<file path="config.mk">
export PLATFORM = sky130hd
export DESIGN_NAME = region_boundary_extract
export DESIGN_NICKNAME = d
export VERILOG_FILES = /design/src/rtl/rbe_pkg.sv /design/src/rtl/rbe_ram.sv /design/src/rtl/rbe_cfg.sv /design/src/rtl/rbe_out_buf.sv /design/src/rtl/region_boundary_extract.sv
export SDC_FILE = /design/constraint.sdc
export NUM_CORES = 2
export LEC_CHECK = 0
export BUFFER_PORTS_ARGS = -buffer_cell sky130_fd_sc_hd__buf_4
export CORE_AREA = 2 2 421 590
export DETAILED_ROUTE_END_ITERATION = 8
export DIE_AREA = 0 0 423 592
export SYNTH_ARGS = -nofsm -noshare
export SYNTH_HDL_FRONTEND = slang
export SYNTH_SLANG_ARGS = --single-unit
</file>
<file path="constraint.sdc">
create_clock -name clk_i -period 50.2 [get_ports clk_i]
set_clock_uncertainty 0.15 [all_clocks]
set_input_delay 0 -clock clk_i [delete_from_list [all_inputs] [get_ports clk_i]]
set_output_delay 0 -clock clk_i [all_outputs]
set_load 0.1 [all_outputs]
</file>
<file path="src/rtl/rbe_pkg.sv">
// rbe_pkg: shared types, sizes and register codes of the region boundary extractor
// no dependencies
`timescale 1ns / 1ps

package rbe_pkg;

  localparam int MAX_WIDTH  = 1024;
  localparam int MAX_HEIGHT = 1024;

  localparam int XW     = $clog2(MAX_WIDTH);
  localparam int YW     = $clog2(MAX_HEIGHT);
  localparam int SIZE_W = 11;
  localparam int PIX_W  = 10;
  localparam int CODE_W = 2;
  localparam int ADDR_W = 4;
  localparam int DATA_W = 32;

  localparam logic [1:0] REG_TARGET   = 2'd0;
  localparam logic [1:0] REG_INTERIOR = 2'd1;
  localparam logic [1:0] REG_WIDTH    = 2'd2;
  localparam logic [1:0] REG_HEIGHT   = 2'd3;

  typedef struct packed {
    logic [CODE_W-1:0] cell_code;
    logic              frame_start;
  } in_item_t;

  typedef struct packed {
    logic [PIX_W-1:0] pixel_x;
    logic [PIX_W-1:0] pixel_y;
    logic             border_cell;
    logic             last;
  } out_item_t;

  // clamped, ready-to-use configuration
  typedef struct packed {
    logic [CODE_W-1:0] target_code;
    logic              emit_interior;
    logic [XW:0]       width;
    logic [YW:0]       height;
  } cfg_t;

endpackage

</file>
<file path="src/rtl/rbe_ram.sv">
// rbe_ram: generic single-port-write, single-port-read ram with registered read
// no dependencies
`timescale 1ns / 1ps

module rbe_ram #(
  parameter int WIDTH = 2,
  parameter int DEPTH = 1024
) (
  input  logic                     clk_i,
  input  logic                     we_i,
  input  logic [$clog2(DEPTH)-1:0] waddr_i,
  input  logic [WIDTH-1:0]         wdata_i,
  input  logic                     re_i,
  input  logic [$clog2(DEPTH)-1:0] raddr_i,
  output logic [WIDTH-1:0]         rdata_o
);

  logic [WIDTH-1:0] mem_q [DEPTH];
  logic [WIDTH-1:0] rdata_q;

  always_ff @(posedge clk_i) begin
    if (we_i) begin
      mem_q[waddr_i] <= wdata_i;
    end
    if (re_i) begin
      rdata_q <= mem_q[raddr_i];
    end
  end

  assign rdata_o = rdata_q;

endmodule

</file>
<file path="src/rtl/rbe_cfg.sv">
// rbe_cfg: apb register file, clamps the frame size for the datapath
// depends on rbe_pkg
`timescale 1ns / 1ps

module rbe_cfg (
  input  logic                       clk_i,
  input  logic                       rst_ni,
  input  logic                       psel,
  input  logic                       penable,
  input  logic                       pwrite,
  input  logic [rbe_pkg::ADDR_W-1:0] paddr,
  input  logic [rbe_pkg::DATA_W-1:0] pwdata,
  output logic [rbe_pkg::DATA_W-1:0] prdata,
  output logic                       pready,
  output rbe_pkg::cfg_t              cfg_o
);

  logic [rbe_pkg::CODE_W-1:0] target_q;
  logic                       interior_q;
  logic [rbe_pkg::SIZE_W-1:0] width_q;
  logic [rbe_pkg::SIZE_W-1:0] height_q;
  logic                       wr_en;
  logic [1:0]                 reg_idx;

  assign pready  = 1'b1;
  assign reg_idx = paddr[3:2];
  assign wr_en   = psel && penable && pwrite;

  always_ff @(posedge clk_i or negedge rst_ni) begin
    if (!rst_ni) begin
      target_q   <= rbe_pkg::CODE_W'(1);
      interior_q <= 1'b0;
      width_q    <= rbe_pkg::SIZE_W'(1024);
      height_q   <= rbe_pkg::SIZE_W'(1024);
    end else if (wr_en) begin
      case (reg_idx)
        rbe_pkg::REG_TARGET:   target_q   <= pwdata[rbe_pkg::CODE_W-1:0];
        rbe_pkg::REG_INTERIOR: interior_q <= pwdata[0];
        rbe_pkg::REG_WIDTH:    width_q    <= pwdata[rbe_pkg::SIZE_W-1:0];
        rbe_pkg::REG_HEIGHT:   height_q   <= pwdata[rbe_pkg::SIZE_W-1:0];
        default: ;
      endcase
    end
  end

  always_comb begin
    case (reg_idx)
      rbe_pkg::REG_TARGET:   prdata = rbe_pkg::DATA_W'(target_q);
      rbe_pkg::REG_INTERIOR: prdata = rbe_pkg::DATA_W'(interior_q);
      rbe_pkg::REG_WIDTH:    prdata = rbe_pkg::DATA_W'(width_q);
      rbe_pkg::REG_HEIGHT:   prdata = rbe_pkg::DATA_W'(height_q);
      default:               prdata = '0;
    endcase
  end

  // zero counts as one, oversize counts as the maximum
  always_comb begin
    cfg_o.target_code   = target_q;
    cfg_o.emit_interior = interior_q;
    if (width_q == '0) begin
      cfg_o.width = (rbe_pkg::XW+1)'(1);
    end else if (32'(width_q) > 32'(rbe_pkg::MAX_WIDTH)) begin
      cfg_o.width = (rbe_pkg::XW+1)'(rbe_pkg::MAX_WIDTH);
    end else begin
      cfg_o.width = (rbe_pkg::XW+1)'(width_q);
    end
    if (height_q == '0) begin
      cfg_o.height = (rbe_pkg::YW+1)'(1);
    end else if (32'(height_q) > 32'(rbe_pkg::MAX_HEIGHT)) begin
      cfg_o.height = (rbe_pkg::YW+1)'(rbe_pkg::MAX_HEIGHT);
    end else begin
      cfg_o.height = (rbe_pkg::YW+1)'(height_q);
    end
  end

endmodule

</file>
<file path="src/rtl/rbe_out_buf.sv">
// rbe_out_buf: two-entry result queue taking up to two results per cycle
// depends on rbe_pkg
`timescale 1ns / 1ps

module rbe_out_buf (
  input  logic               clk_i,
  input  logic               rst_ni,
  input  logic [1:0]         push_n_i,
  input  rbe_pkg::out_item_t push_a_i,
  input  rbe_pkg::out_item_t push_b_i,
  output logic [1:0]         room_o,
  output logic               out_valid_o,
  input  logic               out_ready_i,
  output rbe_pkg::out_item_t out_data_o
);

  rbe_pkg::out_item_t ent_q [2];
  rbe_pkg::out_item_t ent_d [2];
  logic [1:0]         cnt_q;
  logic [1:0]         cnt_d;
  logic [1:0]         base;
  logic               pop;

  assign out_valid_o = (cnt_q != 2'd0);
  assign out_data_o  = ent_q[0];
  assign pop         = out_valid_o && out_ready_i;
  assign base        = cnt_q - {1'b0, pop};
  assign room_o      = 2'd2 - base;

  always_comb begin
    ent_d[0] = pop ? ent_q[1] : ent_q[0];
    ent_d[1] = ent_q[1];
    if (push_n_i != 2'd0) begin
      ent_d[base[0]] = push_a_i;
    end
    if (push_n_i == 2'd2) begin
      ent_d[1] = push_b_i;
    end
    cnt_d = base + push_n_i;
  end

  always_ff @(posedge clk_i or negedge rst_ni) begin
    if (!rst_ni) begin
      cnt_q <= 2'd0;
    end else begin
      cnt_q <= cnt_d;
    end
  end

  always_ff @(posedge clk_i) begin
    ent_q[0] <= ent_d[0];
    ent_q[1] <= ent_d[1];
  end

endmodule

</file>
<file path="src/rtl/region_boundary_extract.sv">
// region_boundary_extract: top level, position counters, column store and 3x3 decision
// depends on rbe_pkg, rbe_ram, rbe_cfg, rbe_out_buf
//
//   port group   direction   carries
//   in_*         sink        one grid cell per transfer (in_item_t)
//   out_*        source      one reported cell per transfer (out_item_t)
//   apb          slave       four configuration registers at 0x0, 0x4, 0x8, 0xc
//
// a cell is accepted every cycle while results drain; the column store read is
// issued at acceptance and the decision is made in the cycle after, when the ram data
// arrives. a cell giving two results can hold the next cell back at the two-entry
// result queue. a result passes the decision stage and then the result queue before
// it is offered. reset clears counters and window bits; the column store needs no
// clearing pass. a stalled result queue stops acceptance once its room runs out.
`timescale 1ns / 1ps

module region_boundary_extract (
  input  logic                       clk_i,
  input  logic                       rst_ni,
  input  logic                       in_valid_i,
  output logic                       in_ready_o,
  input  rbe_pkg::in_item_t          in_data_i,
  output logic                       out_valid_o,
  input  logic                       out_ready_i,
  output rbe_pkg::out_item_t         out_data_o,
  input  logic                       psel,
  input  logic                       penable,
  input  logic                       pwrite,
  input  logic [rbe_pkg::ADDR_W-1:0] paddr,
  input  logic [rbe_pkg::DATA_W-1:0] pwdata,
  output logic [rbe_pkg::DATA_W-1:0] prdata,
  output logic                       pready
);

  rbe_pkg::cfg_t cfg;

  logic [rbe_pkg::XW-1:0] col_q, col_d;
  logic [rbe_pkg::YW-1:0] row_q, row_d;
  logic                   s1_valid_q;
  logic                   s1_m_q;
  logic [rbe_pkg::XW-1:0] s1_x_q;
  logic [rbe_pkg::YW-1:0] s1_y_q;
  logic [3:0]             win_q;
  logic [1:0]             cur_q;
  logic                   fwd_q;
  logic [1:0]             fwd_data_q;

  logic                   accept;
  logic                   restart;
  logic [rbe_pkg::XW-1:0] x_new;
  logic [rbe_pkg::YW-1:0] y_new;
  logic                   m_new;
  logic [rbe_pkg::YW:0]   row_inc;
  logic [rbe_pkg::XW:0]   col_inc;

  logic [1:0]             rdata;
  logic [1:0]             pair;
  logic [3:0]             wb;
  logic [1:0]             cc;
  logic                   nine_all;
  logic                   delay_hit;
  logic                   delay_res;
  logic                   edge_res;
  logic [1:0]             n_res;
  logic [1:0]             room;
  logic                   s1_fire;
  logic [1:0]             wdata;
  rbe_pkg::out_item_t     res_delay;
  rbe_pkg::out_item_t     res_edge;
  rbe_pkg::out_item_t     push_a;
  rbe_pkg::out_item_t     push_b;

  rbe_cfg u_cfg (
    .clk_i   (clk_i),
    .rst_ni  (rst_ni),
    .psel    (psel),
    .penable (penable),
    .pwrite  (pwrite),
    .paddr   (paddr),
    .pwdata  (pwdata),
    .prdata  (prdata),
    .pready  (pready),
    .cfg_o   (cfg)
  );

  // position of the arriving cell
  assign restart = in_data_i.frame_start
                || ({1'b0, col_q} >= cfg.width)
                || ({1'b0, row_q} >= cfg.height);
  assign x_new   = restart ? '0 : col_q;
  assign y_new   = restart ? '0 : row_q;
  assign m_new   = (in_data_i.cell_code == cfg.target_code);
  assign row_inc = {1'b0, y_new} + (rbe_pkg::YW+1)'(1);
  assign col_inc = {1'b0, x_new} + (rbe_pkg::XW+1)'(1);

  always_comb begin
    row_d = row_inc[rbe_pkg::YW-1:0];
    col_d = x_new;
    if (row_inc >= cfg.height) begin
      row_d = '0;
      col_d = (col_inc >= cfg.width) ? '0 : col_inc[rbe_pkg::XW-1:0];
    end
  end

  assign in_ready_o = !s1_valid_q || s1_fire;
  assign accept     = in_valid_i && in_ready_o;

  rbe_ram #(
    .WIDTH (2),
    .DEPTH (rbe_pkg::MAX_HEIGHT)
  ) u_store (
    .clk_i   (clk_i),
    .we_i    (s1_fire),
    .waddr_i (s1_y_q),
    .wdata_i (wdata),
    .re_i    (accept),
    .raddr_i (y_new),
    .rdata_o (rdata)
  );

  // decision stage
  assign pair = fwd_q ? fwd_data_q : rdata;
  assign wb   = (s1_y_q == '0) ? 4'd0 : win_q;
  assign cc   = (s1_y_q == '0) ? 2'd0 : cur_q;

  assign nine_all  = s1_m_q && (pair == 2'b11) && cc[0] && cc[1]
                  && (wb[1:0] == 2'b11) && (wb[3:2] == 2'b11);
  assign delay_hit = (s1_x_q >= rbe_pkg::XW'(2)) && (s1_y_q >= rbe_pkg::YW'(2)) && wb[0];
  assign delay_res = delay_hit && (!nine_all || cfg.emit_interior);
  assign edge_res  = s1_m_q && ((s1_x_q == '0) || (s1_y_q == '0)
                  || ({1'b0, s1_x_q} == cfg.width - (rbe_pkg::XW+1)'(1))
                  || ({1'b0, s1_y_q} == cfg.height - (rbe_pkg::YW+1)'(1)));
  assign n_res     = {1'b0, delay_res} + {1'b0, edge_res};
  assign s1_fire   = s1_valid_q && (n_res <= room);
  assign wdata     = {pair[0], s1_m_q};

  always_comb begin
    res_delay.pixel_x     = rbe_pkg::PIX_W'(s1_x_q - rbe_pkg::XW'(1));
    res_delay.pixel_y     = rbe_pkg::PIX_W'(s1_y_q - rbe_pkg::YW'(1));
    res_delay.border_cell = !nine_all;
    res_delay.last        = !edge_res;
    res_edge.pixel_x      = rbe_pkg::PIX_W'(s1_x_q);
    res_edge.pixel_y      = rbe_pkg::PIX_W'(s1_y_q);
    res_edge.border_cell  = 1'b1;
    res_edge.last         = 1'b1;
    push_a                = delay_res ? res_delay : res_edge;
    push_b                = res_edge;
  end

  rbe_out_buf u_out (
    .clk_i       (clk_i),
    .rst_ni      (rst_ni),
    .push_n_i    (s1_fire ? n_res : 2'd0),
    .push_a_i    (push_a),
    .push_b_i    (push_b),
    .room_o      (room),
    .out_valid_o (out_valid_o),
    .out_ready_i (out_ready_i),
    .out_data_o  (out_data_o)
  );

  always_ff @(posedge clk_i or negedge rst_ni) begin
    if (!rst_ni) begin
      col_q      <= '0;
      row_q      <= '0;
      s1_valid_q <= 1'b0;
      win_q      <= '0;
      cur_q      <= '0;
      fwd_q      <= 1'b0;
    end else begin
      if (accept) begin
        col_q <= col_d;
        row_q <= row_d;
      end
      if (s1_fire) begin
        win_q <= {wb[1:0], pair};
        cur_q <= {cc[0], s1_m_q};
      end
      s1_valid_q <= accept || (s1_valid_q && !s1_fire);
      // read and write of the same row at one edge: ram returns stale data
      if (accept) begin
        fwd_q <= s1_fire && (y_new == s1_y_q);
      end
    end
  end

  always_ff @(posedge clk_i) begin
    if (accept) begin
      s1_m_q     <= m_new;
      s1_x_q     <= x_new;
      s1_y_q     <= y_new;
      fwd_data_q <= wdata;
    end
  end

endmodule

</file>
## Word level (Yosys, flattened, before mapping)

Memories as Yosys holds them, arrays and structs flattened. A register that Yosys moved wholly into a read port is not among the register bits.
Cells that the tools add are included.

- Shift-type cells: 0
- Divide/modulo/power cells: 0
- $lt $le $gt $ge: 11
- Reductions and logical operators: 40
- Bitwise logic cells: 1
- Multiplexer cells: 23
- Equality and inequality tests: 11
- Add/sub/neg operators: 10
- $mul: 0

Operators by type and width:

| kind | number |
|---|---|
| $pmux W32 S4 | 1 |
| $mux W22 | 4 |
| $mux W10 | 5 |
| $bwmux W44 | 1 |
| $mux W11 | 4 |
| $mux W44 | 1 |
| $add A10 B1 Y11 const B | 2 |
| $demux W22 S1 | 1 |
| $eq A10 B11 Y1 | 2 |
| $ge A10 B11 Y1 | 2 |
| $ge A11 B11 Y1 | 2 |
| $gt A11 B11 Y1 const B | 2 |
| $logic_not A11 Y1 | 2 |
| $sub A11 B1 Y11 const B | 2 |
| $ge A10 B2 Y1 const B | 2 |
| $logic_not A10 Y1 | 2 |
| $sub A10 B1 Y10 const B | 2 |
| $logic_and A1 B1 Y1 | 17 |
| $eq A2 B2 Y1 const B | 6 |
| $eq A10 B10 Y1 | 1 |
| $logic_or A1 B1 Y1 | 8 |
| $reduce_and A2 Y1 | 4 |
| $mux W2 | 3 |
| $logic_not A1 Y1 | 4 |
| 14 further kinds | 16 |

- Memories: 2
- Logic and storage cells: 113
- Bits in writable memories: 2092
- Input port bits: 46
- Memory bits (read-only): 0
- Output and inout port bits: 57
- Bits in registers: 78
- Latch bits: 0

Memory list:

| memory | words | width | rd ports | clocked after Yosys merged registers in | write ports | RTL line | RTL |
|---|---|---|---|---|---|---|---|
| u_store.mem_q | 1024 | 2 | 1 | 1 | 1 | rbe_ram.sv:18 | `logic [WIDTH-1:0] mem_q [DEPTH];` |
| u_out.ent_q | 2 | 22 | 2 | 0 | 2 | rbe_out_buf.sv:17 | `rbe_pkg::out_item_t ent_q [2];` |

## Longest topological paths before layout

- Depth in word-level cells: 17
- Depth in mapped cells: 30
- Depth with buffers taken out: 28

## By module

From an unflattened synthesis, not the netlist that was laid out.

- Cells, all modules: 5688
- Area, all modules: 92192.2 µm²

By module, submodules not included:

| module | area each (µm²) | seq. area each (µm²) | times used | cells each |
|---|---|---|---|---|
| rbe_ram | 83777.8 | 61559.0 | 1 | 4793 |
| region_boundary_extract | 4754.6 | 1391.3 | 1 | 549 |
| rbe_out_buf | 2090.8 | 1151.1 | 1 | 206 |
| rbe_cfg | 1569.0 | 629.4 | 1 | 140 |

## Worst setup path after synthesis

No wires, ideal clock.

- Kind: reg2reg
- Start point: register s1_m_q
- End point: register fwd_data_q[0], enable pin
- Library setup time: 0.399 ns
- Path buffers: 3
- Setup slack: 32.473 ns
- Clock period less this slack: 17.727 ns
- Stages on the path, launching flop included: 19
- Data arrival time: 17.178 ns
- Path through: edfxtp_1 -> nand4_1 -> nor4_1 -> nand2b_1 -> nand4_1 -> a21o_1 -> inv_1 -> buf_1 -> ha_1 -> clkbuf_1 -> inv_1 -> ha_1 -> nand2_1 -> o21ai_0 -> inv_1 -> nand2_1 -> nand2_1 -> clkinv_1 -> clkbuf_1

- Word-level cells in the longest chain between the ends: 13
- Elaborated cells between the ends (all ways): 14
- Those cells by class: 1 x add/sub; 1 x order compare; 12 x reduce/logical

Ends and longest elaborated chain:

| item | RTL line | RTL |
|---|---|---|
| start, declared | region_boundary_extract.sv:40 | `logic s1_m_q;` |
| start signal, assigned | region_boundary_extract.sv:189 | `s1_m_q <= m_new;` |
| $logic_and A1 B1 Y1 (3 in a row) | region_boundary_extract.sv:126 | `assign nine_all = s1_m_q && (pair == 2'b11) && cc[0] && cc[1]` |
| $logic_and A1 B1 Y1 (2 in a row) | region_boundary_extract.sv:127 | `&& (wb[1:0] == 2'b11) && (wb[3:2] == 2'b11);` |
| $logic_not A1 Y1 | region_boundary_extract.sv:129 | `assign delay_res = delay_hit && (!nine_all \|\| cfg.emit_interior);` |
| $logic_or A1 B1 Y1 | region_boundary_extract.sv:129 |  |
| $logic_and A1 B1 Y1 | region_boundary_extract.sv:129 |  |
| $add A1 B1 Y2 (*) | region_boundary_extract.sv:133 | `assign n_res = {1'b0, delay_res} + {1'b0, edge_res};` |
| $le A2 B2 Y1 (*) | region_boundary_extract.sv:134 | `assign s1_fire = s1_valid_q && (n_res <= room);` |
| $logic_and A1 B1 Y1 (*) | region_boundary_extract.sv:134 |  |
| $logic_or A1 B1 Y1 (*) | region_boundary_extract.sv:105 | `assign in_ready_o = !s1_valid_q \|\| s1_fire;` |
| via in_ready_o | region_boundary_extract.sv:21 | `output logic in_ready_o,` |
| $logic_and A1 B1 Y1 (*) | region_boundary_extract.sv:106 | `assign accept = in_valid_i && in_ready_o;` |
| via accept | region_boundary_extract.sv:48 | `logic accept;` |
| end signal, assigned | region_boundary_extract.sv:192 | `fwd_data_q <= wdata;` |
| end, declared | region_boundary_extract.sv:46 | `logic [1:0] fwd_data_q;` |

The timed path passes the listed nets; every way through them passes the cells marked *.
A chain may end at the register's enable or synchronous reset.

## Final worst setup path

- Start point: register u_cfg.width_q[2] (netlist bit)
- End point: register u_store.rdata_q[1] (netlist: u_store.rdata_o[1]), read port of u_store.mem_q, data pin

- Word-level cells in the longest chain between the ends: 13
- Elaborated cells between the ends (all ways): 18
- Those cells by class: 2 x add/sub; 3 x order compare; 1 x eq/ne; 3 x mux; 9 x reduce/logical

Ends and longest elaborated chain:

| item | RTL line | RTL |
|---|---|---|
| start, declared | rbe_cfg.sv:20 | `logic [rbe_pkg::SIZE_W-1:0] width_q;` |
| start signal, assigned | rbe_cfg.sv:33 | `width_q <= rbe_pkg::SIZE_W'(1024);` |
| start signal, assigned | rbe_cfg.sv:39 | `rbe_pkg::REG_WIDTH: width_q <= pwdata[rbe_pkg::SIZE_W-1:0];` |
| $gt A11 B11 Y1 | rbe_cfg.sv:62 | `end else if (32'(width_q) > 32'(rbe_pkg::MAX_WIDTH)) begin` |
| $mux W11 | rbe_cfg.sv:62 |  |
| $mux W11 (*) | rbe_cfg.sv:60 | `if (width_q == '0) begin` |
| $sub A11 B1 Y11 | region_boundary_extract.sv:131 | `\|\| ({1'b0, s1_x_q} == cfg.width - (rbe_pkg::XW+1)'(1))` |
| $eq A10 B11 Y1 | region_boundary_extract.sv:131 |  |
| $logic_or A1 B1 Y1 | region_boundary_extract.sv:131 |  |
| $logic_or A1 B1 Y1 | region_boundary_extract.sv:132 | `\|\| ({1'b0, s1_y_q} == cfg.height - (rbe_pkg::YW+1)'(1)));` |
| $logic_and A1 B1 Y1 | region_boundary_extract.sv:130 | `assign edge_res = s1_m_q && ((s1_x_q == '0) \|\| (s1_y_q == '0)` |
| $add A1 B1 Y2 | region_boundary_extract.sv:133 |  |
| $le A2 B2 Y1 | region_boundary_extract.sv:134 |  |
| $logic_and A1 B1 Y1 | region_boundary_extract.sv:134 |  |
| $logic_or A1 B1 Y1 | region_boundary_extract.sv:105 |  |
| $logic_and A1 B1 Y1 | region_boundary_extract.sv:106 |  |
| end, declared | rbe_ram.sv:19 | `logic [WIDTH-1:0] rdata_q;` |

Every way passes the cells marked *; elsewhere a longest branch is shown, timed or not.

==> flow_summary.json <==
{
  "sw_frac_of_total_pct": 35.37,
  "drc": 1,
  "synth_top_area_share_pct": 67.68,
  "p_comb_share_pct": 28.6,
  "cts_tree": "yes",
  "pin_count": 103,
  "synth-seq-cells": 2172,
  "power_switching_uw": 1908,
  "gp_congestion": 0.9101,
  "rsz0062_at_grt": "false",
  "final_nets": 6948,
  "track_usage_pct": 25.75,
  "rows": 215,
  "htreeDepth": 4,
  "start_util_pct": 37.93,
  "synth.largest_area_cell": "edfxtp_1",
  "clk_latency_ns": 0.87,
  "critPathKind": "reg -> reg",
  "utilization_pct": 42.40,
  "routedWlPerCell_um": 32.37,
  "cts_sinks": 2172,
  "post-route-period-util_pct": 17.08,
  "tns_ns": 0,
  "die_w_um": 423,
  "synth-async-reset-ratio_pct": 2.532,
  "synth_warnings": 0,
  "overflow": 0,
  "antenna_left": 0,
  "maxCapViolCount": 0,
  "synth-edff-count": 2093,
  "internal_power_uw": 3487,
  "pwr_density_cell_nw_per_um2": 51.99,
  "syn_inst": 6886,
  "clkPwrFrac_pct": 27.9,
  "violations": "design-rule violations",
  "path_max_fanout": 50,
  "startpoint_type": "flip-flop",
  "vias": 63010,
  "ir_drop_uv": 34.44,
  "required_ns": 50.66,
  "grt_first_pass_wirelength_um": 460900,
  "end_kind": "flip-flop",
  "grt_pass1_vias": 62270,
  "ys_seq_area_share_pct": 69.69,
  "arrival_ns": 9.03,
  "synth.area.top_cells": "edfxtp_1 68%, nor2_1 5.2%, mux2i_1 3.6%",
  "drive_above_1_share_pct": 12.39,
  "stdcell_area_um2": 103800,
  "finalPower_uw": 5395,
  "area_growth_pct": 11.76,
  "drv_slew": 0,
  "clk_pin_slew_ns": 0.07,
  "placed_area_um2": 96940,
  "core_area_um2": 244800,
  "hpwl_um": 192000,
  "routed_wl_um": 331900,
  "slew_headroom_pct": 9.046,
  "synth_area_um2": 92860,
  "hold_viol": 0,
  "setup_viol_count_final": 0,
  "cts_setup_buffers": 0,
  "avgSynthCellArea_um2": 13.49,
  "drt_first_pass_iters": 8,
  "vias_per_cell": 6.145,
  "synth_ff_type": "edfxtp_1",
  "hold_path.class": "in -> async",
  "clockBufferDepth": 4,
  "fmax_ghz": 0.1166,
  "die_y_um": 592,
  "numCtsBuffers": 200,
  "layout_commonest_cell": "edfxtp_1",
  "io_buffers": 57,
  "final_cell_mix": "2,093 x edfxtp_1, 1,271 x nor2_1, 407 x nand2_1",
  "dieArea_um2": 250400,
  "tightest_slew_ns": 1.330,
  "pwr-share-seq_pct": 43.5,
  "outcome": "complete, but fails checks",
  "antenna_found_initial": 15,
  "root_buffer": "clkbuf_16",
  "min_period_ns": 8.574,
  "drtIter0Drc": 8838,
  "synth_cell_type_count": 89,
  "grt_max_degree": 244,
  "power_leakage_uw": 0.03254
}
## repair_timing
action | CTS | global route
resized for setup | 0 | 0
endpoints found under the hold margin | 116 | 0
hold buffers | 52 | 0
## cell usage after synthesis, types with 30 or more instances
library cell / count
clkbuf_1: 357
buf_2: 115
nand3_1: 64
xnor2_1: 48
nor2_1: 1283
nor3_1: 69
o22ai_1: 158
buf_4: 50
a21oi_1: 338
a211oi_1: 68
inv_1: 43
o211ai_1: 47
edfxtp_1: 2093
mux2_2: 119
buf_1: 71
nand4_1: 39
dfrtp_1: 52
mux4_2: 93
a31oi_1: 50
o221ai_1: 78
nand2_1: 448
ha_1: 58
mux2i_1: 338
o21ai_0: 235
a221oi_1: 74
and3_1: 30
## cell families (layout without fill, tap and decap cells)
group | count (synthesis) | in the layout | synth area share, %
xor+xnor | 72 | 72 | 0.6791
flops | 2172 | 2172 | 69.69
buf+inv | 646 | 729 | 2.976
mux | 550 | 550 | 7.342
compound gates | 1322 | 1322 | 9.397
fa+ha+maj | 58 | 58 | 0.7815
other cells | 2 | 32 | 0.008087
simple gates | 2064 | 2064 | 9.131
## final cells by class
| type | count | area (um2) |
|---|---|---|
| Fill cell | 22450 | 141000 |
| Clock inverter | 102 | 929.6 |
| Multi-Input combinational cell | 4088 | 25760 |
| Timing Repair Buffer | 330 | 2741 |
| Tap cell | 3255 | 4073 |
| Inverter | 52 | 216.5 |
| Clock buffer | 245 | 5319 |
| Antenna cell | 10 | 25.02 |
| Sequential cell | 2172 | 64720 |
## flip-flops by register name, summed over array words and instances, names as in the netlist, 2 cells and up
| signal | flops |
|---|---|
| fwd_data_q | 2 |
| row_q | 10 |
| u_store.rdata_o | 2 |
| u_out.cnt_q | 2 |
| u_cfg.target_q | 2 |
| s1_x_q | 10 |
| u_store.mem_q | 2048 |
| u_cfg.width_q | 11 |
| s1_y_q | 10 |
| u_cfg.height_q | 11 |
| u_out.ent_q | 44 |
| cur_q | 2 |
| win_q | 4 |
| col_q | 10 |
## layer usage
metal	GRT usage, %	up-vias	part of all wire [%]
li1	-	25880	-
met1	30.01	31900	34
met2	42.72	4131	47
met3	4.786	1092	10
met4	18.62	12	8.5
met5	0	-	0.028
## path summary, 6_finish.rpt
kind / startpoint / end / slack, ns / cells past startpoint
worst max-delay path: u_cfg.width_q[2] / u_store.rdata_o[1] / 41.63 / 22
worst min register to register: u_out.ent_q[0][22] / u_out.ent_q[0][22] / 0.37 / 2
worst max register to register: u_cfg.width_q[2] / u_store.rdata_o[1] / 41.63 / 22
max in group asynchronous: rst_ni / row_q[1] / 49.50 / 4
worst min-delay path: rst_ni / u_cfg.height_q[10] / 0.09 / 3
min in group clk_i: paddr[2] / u_cfg.interior_q / 0.13 / 5
## power groups by stage
stage	registers (uW)	logic, uW	clock network (uW)
CTS	2350	1510	1510
global placement	2380	1480	0
detailed placement	2390	1500	0
floorplan	2650	877	0
global route	2350	1600	1570
finish	2350	1540	1500
## worst max-delay path, cell delays in order, from the launching register on
cell and delay (ns):
dfrtp_1 0.46, or4_1 0.56, or3_1 0.38, nor3_1 0.21, a21oi_1 0.11, nor2_1 0.28, ha_1 0.29, nand2b_1 0.13
a31oi_1 0.33, o31a_1 0.27, o2111a_2 0.74, nand2_8 0.47, inv_4 0.41, buf_4 0.61, buf_4 0.66, nand2_1 0.13
a31oi_1 0.18, a2bb2oi_1 0.41, a211oi_1 0.22, a211oi_1 0.44, buf_4 0.25, nor3_1 0.07, o31ai_1 0.43
## metrics by stage
step / std cells / worst slack, ns / hold WS [ns]
floorplan: 6906 / 32.47 / -0.4456
global placement: 9843 / 41.71 / -0.03064
detailed placement: 9843 / 41.78 / -0.03123
CTS: 10240 / 41.72 / 0.04014
global route: 10250 / 41.44 / 0.1064
finish: 10250 / 41.63 / 0.09319
Power figures use the tool's default switching activity.
